[src/ladp_pkg.sv]
// Shared types and constants of the latency aware delta prefetcher.
// Used by every module in src; no dependencies.
package ladp_pkg;

  localparam int TABLE_ENTRIES = 64;
  localparam int OFFSET_SLOTS  = 16;
  localparam int DELTA_SLOTS   = 8;
  localparam int MISS_INTERVAL = 1024;
  localparam int PENDING_DEPTH = 32;

  localparam int ADDR_W   = 48;
  localparam int LINE_W   = ADDR_W - 6;
  localparam int SEL_W    = 6;
  localparam int STAMP_W  = 16;
  localparam int TAB_W    = $clog2(TABLE_ENTRIES);
  localparam int SLOT_W   = $clog2(OFFSET_SLOTS);
  localparam int DSLOT_W  = $clog2(DELTA_SLOTS);
  localparam int PEND_W   = $clog2(PENDING_DEPTH + 1);
  localparam int PIDX_W   = $clog2(PENDING_DEPTH);
  localparam int MCNT_W   = $clog2(MISS_INTERVAL + 1);
  localparam int MISS_SHIFT = $clog2(MISS_INTERVAL);

  localparam logic [1:0] CMD_ACCESS = 2'd0;
  localparam logic [1:0] CMD_FILL   = 2'd1;
  localparam logic [1:0] CMD_TICK   = 2'd2;

  localparam logic [2:0] CONF_MAX    = 3'd7;
  localparam logic [2:0] CONF_THRESH = 3'd4;
  localparam logic [15:0] DELAY_ADD  = 16'd50;
  localparam logic [15:0] DELAY_SAT  = 16'hFFFF;

  typedef struct packed {
    logic [7:0]                                tag;
    logic [OFFSET_SLOTS-1:0][7:0]              offsets;
    logic [OFFSET_SLOTS-1:0][STAMP_W-1:0]      stamps;
    logic [SLOT_W-1:0]                         write_slot;
    logic [DELTA_SLOTS-1:0][8:0]               deltas;
    logic [DELTA_SLOTS-1:0][2:0]               confs;
    logic [8:0]                                top_delta;
  } entry_t;

  // search results handed from the first to the second update stage
  typedef struct packed {
    logic               same_page;
    logic               no_change;
    logic               found;
    logic [8:0]         delta;
    logic [2:0]         peak_conf;
    logic [DSLOT_W-1:0] max_idx;
  } search_t;

endpackage

[src/ladp_entry_update.sv]
// Two-stage update of one table entry: offset search, then delta learning
// and history push, or a fresh entry on a tag change. Depends on ladp_pkg.
module ladp_entry_update (
  input  logic                          clk_i,
  input  logic                          search_en_i,
  input  ladp_pkg::entry_t              entry_i,
  input  logic [7:0]                    tag_i,
  input  logic [7:0]                    off_i,
  input  logic [ladp_pkg::STAMP_W-1:0]  now_i,
  input  logic [15:0]                   mean_wait_i,
  output ladp_pkg::entry_t              entry_o
);

  localparam int NS = ladp_pkg::OFFSET_SLOTS;

  ladp_pkg::entry_t  e_q;
  ladp_pkg::search_t s_q, s_d;
  logic [NS-1:0]     qual;
  logic [ladp_pkg::SLOT_W-1:0] cur, idx, hit_idx;
  logic [ladp_pkg::STAMP_W-1:0] age;

  // stage 1: find newest older offset past the average delay
  always_comb begin
    cur = entry_i.write_slot;
    for (int i = 0; i < NS; i++) begin
      age     = now_i - entry_i.stamps[i];
      qual[i] = (entry_i.stamps[i] != '0) && (now_i > entry_i.stamps[i])
                && (age > mean_wait_i);
    end
    s_d.same_page = (tag_i == entry_i.tag);
    s_d.no_change = s_d.same_page && (off_i == entry_i.offsets[cur]);
    s_d.found = 1'b0;
    hit_idx   = '0;
    for (int k = NS - 1; k >= 1; k--) begin
      idx = (cur >= ladp_pkg::SLOT_W'(k)) ? cur - ladp_pkg::SLOT_W'(k)
                                          : ladp_pkg::SLOT_W'(NS - k) + cur;
      if (qual[idx]) begin
        s_d.found = 1'b1;
        hit_idx   = idx;
      end
    end
    s_d.delta     = {1'b0, off_i} - {1'b0, entry_i.offsets[hit_idx]};
    s_d.peak_conf = '0;
    s_d.max_idx   = '0;
    for (int j = 0; j < ladp_pkg::DELTA_SLOTS; j++) begin
      if (entry_i.confs[j] > s_d.peak_conf) begin
        s_d.peak_conf = entry_i.confs[j];
        s_d.max_idx   = ladp_pkg::DSLOT_W'(j);
      end
    end
  end

  always_ff @(posedge clk_i) begin
    if (search_en_i) begin
      e_q <= entry_i;
      s_q <= s_d;
    end
  end

  // stage 2: learn the delta and push the new offset, or start a fresh entry on a new page
  logic                          matched, placed;
  logic [ladp_pkg::SLOT_W-1:0]   ws;

  always_comb begin
    entry_o = e_q;
    matched = 1'b0;
    placed  = 1'b0;
    ws      = e_q.write_slot;
    if (s_q.same_page) begin
      if (!s_q.no_change) begin
        if (s_q.found) begin
          for (int j = 0; j < ladp_pkg::DELTA_SLOTS; j++) begin
            if (!matched && e_q.deltas[j] == s_q.delta) begin
              matched = 1'b1;
              if (e_q.confs[j] < ladp_pkg::CONF_MAX) begin
                entry_o.confs[j] = e_q.confs[j] + 1'b1;
              end
            end
          end
          for (int j = 0; j < ladp_pkg::DELTA_SLOTS; j++) begin
            if (!matched && !placed && e_q.confs[j] == '0) begin
              placed = 1'b1;
              entry_o.deltas[j] = s_q.delta;
              entry_o.confs[j]  = 3'd1;
            end
          end
        end
        entry_o.offsets[ws] = off_i;
        entry_o.stamps[ws]  = now_i;
        entry_o.write_slot  = (ws == ladp_pkg::SLOT_W'(NS - 1)) ? '0 : ws + 1'b1;
      end
    end else begin
      entry_o = '0;
      entry_o.top_delta  = (s_q.peak_conf > ladp_pkg::CONF_THRESH)
                           ? e_q.deltas[s_q.max_idx] : e_q.top_delta;
      entry_o.tag        = tag_i;
      entry_o.offsets[0] = off_i;
      entry_o.stamps[0]  = now_i;
      entry_o.write_slot = (NS == 1) ? '0 : ladp_pkg::SLOT_W'(1);
    end
  end

endmodule

[config.mk]
export PLATFORM = sky130hd
export DESIGN_NAME = ladp_entry_update
export DESIGN_NICKNAME = d
export VERILOG_FILES = /design/src/ladp_pkg.sv /design/src/ladp_entry_update.sv
export SDC_FILE = /design/constraint.sdc
export NUM_CORES = 2
export LEC_CHECK = 0
export ABC_AREA = 1
export ABC_CLOCK_PERIOD_IN_PS = 10300
export BUFFER_PORTS_ARGS = -buffer_cell sky130_fd_sc_hd__clkbuf_2
export CAP_MARGIN = 40
export CORE_AREA = 2 2 409 411
export CTS_CLUSTER_DIAMETER = 150
export DETAILED_ROUTE_END_ITERATION = 6
export DIE_AREA = 0 0 411 413
export MAX_ROUTING_LAYER = met4
export PLACE_DENSITY = 0.46
export SYNTH_ARGS = -nofsm -noshare
export SYNTH_HDL_FRONTEND = slang
export SYNTH_SLANG_ARGS = --single-unit
[constraint.sdc]
create_clock -name clk_i -period 10.3 [get_ports clk_i]
set_input_delay 1.545 -clock clk_i [delete_from_list [all_inputs] [get_ports clk_i]]
set_output_delay 1.545 -clock clk_i [all_outputs]
set_load 0.03 [all_outputs]
==> impl_metrics.env <==
export IMPL_finalSetupViolCount=0
export IMPL_yosys_area_top_type="edfxtp_1"
export IMPL_holdBufCountCts=0
export IMPL_dpl_hpwl_um=204700
export IMPL_die_w_um=411
export IMPL_path_max_fanout=6
export IMPL_final_cell_mix="clkbuf_2 (1048), nand2_1 (1029), nor2_1 (932)"
export IMPL_wirelength_um=261800
export IMPL_syn_cell_area_um2=48800
export IMPL_synth_area_mux_share_pct=0.4102
export IMPL_cts_buffer_depth=3
export IMPL_h_tree_depth=3
export IMPL_hold_violations=0
export IMPL_worst_setup_path_end_kind="flip-flop"
export IMPL_critPathMaxStageDelay_ps=530
export IMPL_grt_max_degree=225
export IMPL_drt_iter0_drc=4790
export IMPL_fin_area_um2=59570
export IMPL_drv_cap=0
export IMPL_worst_setup_hold_path_clk_slew_ps=60
export IMPL_drc=0
export IMPL_outcome="finished clean"
export IMPL_io_pins=1052
export IMPL_startpoint="entry_i[11]"
export IMPL_vias_per_cell=5.191
export IMPL_yosysWarnings=0
export IMPL_synth_xor_area_share_pct=5.312
export IMPL_core_um2=165900
export IMPL_synth_top_family_by_area="simple AND/OR/NAND/NOR gates"
export IMPL_finalCriticalPeriod_ps=9490
export IMPL_vdd_drop_max_v=0.0001524
export IMPL_report_final_slew_viol_count=0
export IMPL_max_slew_worst_pin_slew_ps=1091
export IMPL_yosysTopAreaCellShare_pct=31.94
export IMPL_max_freq_mhz=105.4
export IMPL_met1_usage_pct=38.63
export IMPL_timing_final_crit_share_pct=92.14
export IMPL_gp_congestion=0.9504
export IMPL_final_nets=8703
export IMPL_cpMaxStageDelayCell="o21ai_0"
export IMPL_yosys_area_share_simple_pct=21.93
export IMPL_crit_top_cell="o21ai_0"
export IMPL_synthCells=6563
export IMPL_start_util_pct=29.41
export IMPL_ys_seq_elements=519
export IMPL_cts_root_buffer="clkbuf_16"
export IMPL_ant_nets=0
export IMPL_cts_buffers=71
export IMPL_synth_compound_area_share_pct=16.36
export IMPL_critPathArrivalTime_ps=10030
export IMPL_ys_seq_area_share_pct=31.94
export IMPL_grtUsageMet2_pct=49.27
export IMPL_antenna_found_initial=41
export IMPL_holdCritPathClass="in -> reg"
export IMPL_pwr_density_cell_nw_per_um2=160.8
export IMPL_syn2layout_area_growth_pct=22.07
export IMPL_fp_row_count=150
export IMPL_dr_pass1_iters=6
export IMPL_drive_gt1_share_pct=17.97
export IMPL_p_leak_nw=29.35
export IMPL_synthAdderAreaFrac_pct=15.31
export IMPL_grt_met3_usage_pct=4.864
export IMPL_synth_area_leaders="edfxtp_1 (32%), ha_1 (15%), nand2_1 (7.9%), nor2_1 (7.3%), o21ai_0 (6.9%)"
export IMPL_syn_nets=7701
export IMPL_grt_pass1_wl_um=361400
export IMPL_die_y_um=413
export IMPL_rsz0062_at_grt="no"
export IMPL_cp_endpoint="s_q[1]"
export IMPL_place_area_um2=57320
export IMPL_die_area_um2=169700
export IMPL_p_total_mw=9.581
export IMPL_hold_slack_ps=998.9
export IMPL_busiest_layer="met2"
export IMPL_cts_tree="done"
export IMPL_port_buffers=1051
export IMPL_overflow=0
export IMPL_wl_per_cell_um=26.59
export IMPL_crit_required_ps=10840
export IMPL_max_slew_margin_pct=27.29
export IMPL_fin_setup_tns_ps=0
export IMPL_avgSynthCellArea_um2=7.436
export IMPL_grt_usage_pct=30.56
export IMPL_num_vias=51120
export IMPL_synth_distinct_cells=62
export IMPL_worstSetupPathType="in -> reg"
export IMPL_grt_pass1_vias=48830
export IMPL_start_kind="primary input"
export IMPL_cts_num_sinks=519
export IMPL_layout_commonest_cell="clkbuf_2"
==> registers in the layout, summed over array words and instances, names as in the netlist <==
name,flops
ws,4
s_q,18
e_q,497
==> through the flow <==
stage | utilization (%) | worst slack [ps] | std cells
global placement | 34.31 | 302.4 | 9676
floorplan | - | 1864 | 6563
CTS | 35.87 | 1012 | 9822
global route | 35.89 | 44.68 | 9839
finish | 35.91 | 810.0 | 9847
detailed placement | 34.55 | 280.2 | 9696
==> kinds of logic after synthesis <==
group | Yosys count
AND/OR/NAND/NOR | 2553
AO/OA/AOI/OAI | 1497
buffers and inverters | 1093
adder cells (fa/ha/maj) | 587
flip-flops | 519
XOR/XNOR | 296
multiplexers | 18
==> timing repair <==
action,in CTS,in global routing
buffers inserted,0,0
resized for setup,0,1
endpoints found under the setup margin,0,1
==> final cells by class <==
class,count,area (um2)
multi-input cells,4951,29080
repair buffers,1181,6733
diodes,25,62.56
clock inverters,36,342.8
flip-flops and latches,519,15580
clock buffers,90,1848
inverters,841,3161
fillers,17860,106300
well taps,2204,2758
==> worst max-delay path: cells and delay by family <==
family | cells | cell delay, ps
compound gates | 17 | 3820
fa+ha+maj | 7 | 2270
simple gates | 11 | 1270
buf+inv | 10 | 1100
==> cell usage after synthesis, drive strengths merged <==
library cell	count
nand2	1042
nor2	953
inv	827
o21ai	699
a21oi	610
ha	570
edfxtp	519
nand3	400
clkbuf	205
xor2	165
xnor2	131
nand4	88
o21bai	68
buf	47
a31oi	23
nor3	19
o22ai	19
a21o	18
fa	17
mux2	16
o211ai	16
o221ai	15
or2	15
and2	14
clkinv	14
nor4	14
o21a	12
nand3b	6
o2111ai	5
o211a	3
o311ai	3
mux2i	2
a211oi	1
a21boi	1
a221oi	1
a22o	1
nor3b	1
o2bb2ai	1
o31ai	1
or3b	1
==> worst min-delay path by stage <==
stage | start | to | slack (ps) | depth (start not counted)
floorplan | entry_i[0] | e_q[0] | 1640 | 0
global placement | entry_i[93] | e_q[93] | 1720 | 1
detailed placement | entry_i[42] | e_q[42] | 1720 | 1
CTS | entry_i[87] | e_q[87] | 940 | 1
global route | entry_i[90] | e_q[90] | 960 | 1
finish | entry_i[87] | e_q[87] | 1000 | 1
==> per-layer routing <==
layer / wire length (um) / share of wire, %
met1: 113500 / 43
met2: 120500 / 46
met3: 17190 / 6.6
met4: 10650 / 4.1
met5: 0 / 0
==> report_power, final <==
group	internal, mW	switching [mW]	leakage, nW
logic	1.41	3.01	23.2
registers	2.58	0.131	5.08
clock network	1.37	1.08	1.06
total	5.37	4.22	29.3
Power figures use the tool's default switching activity.
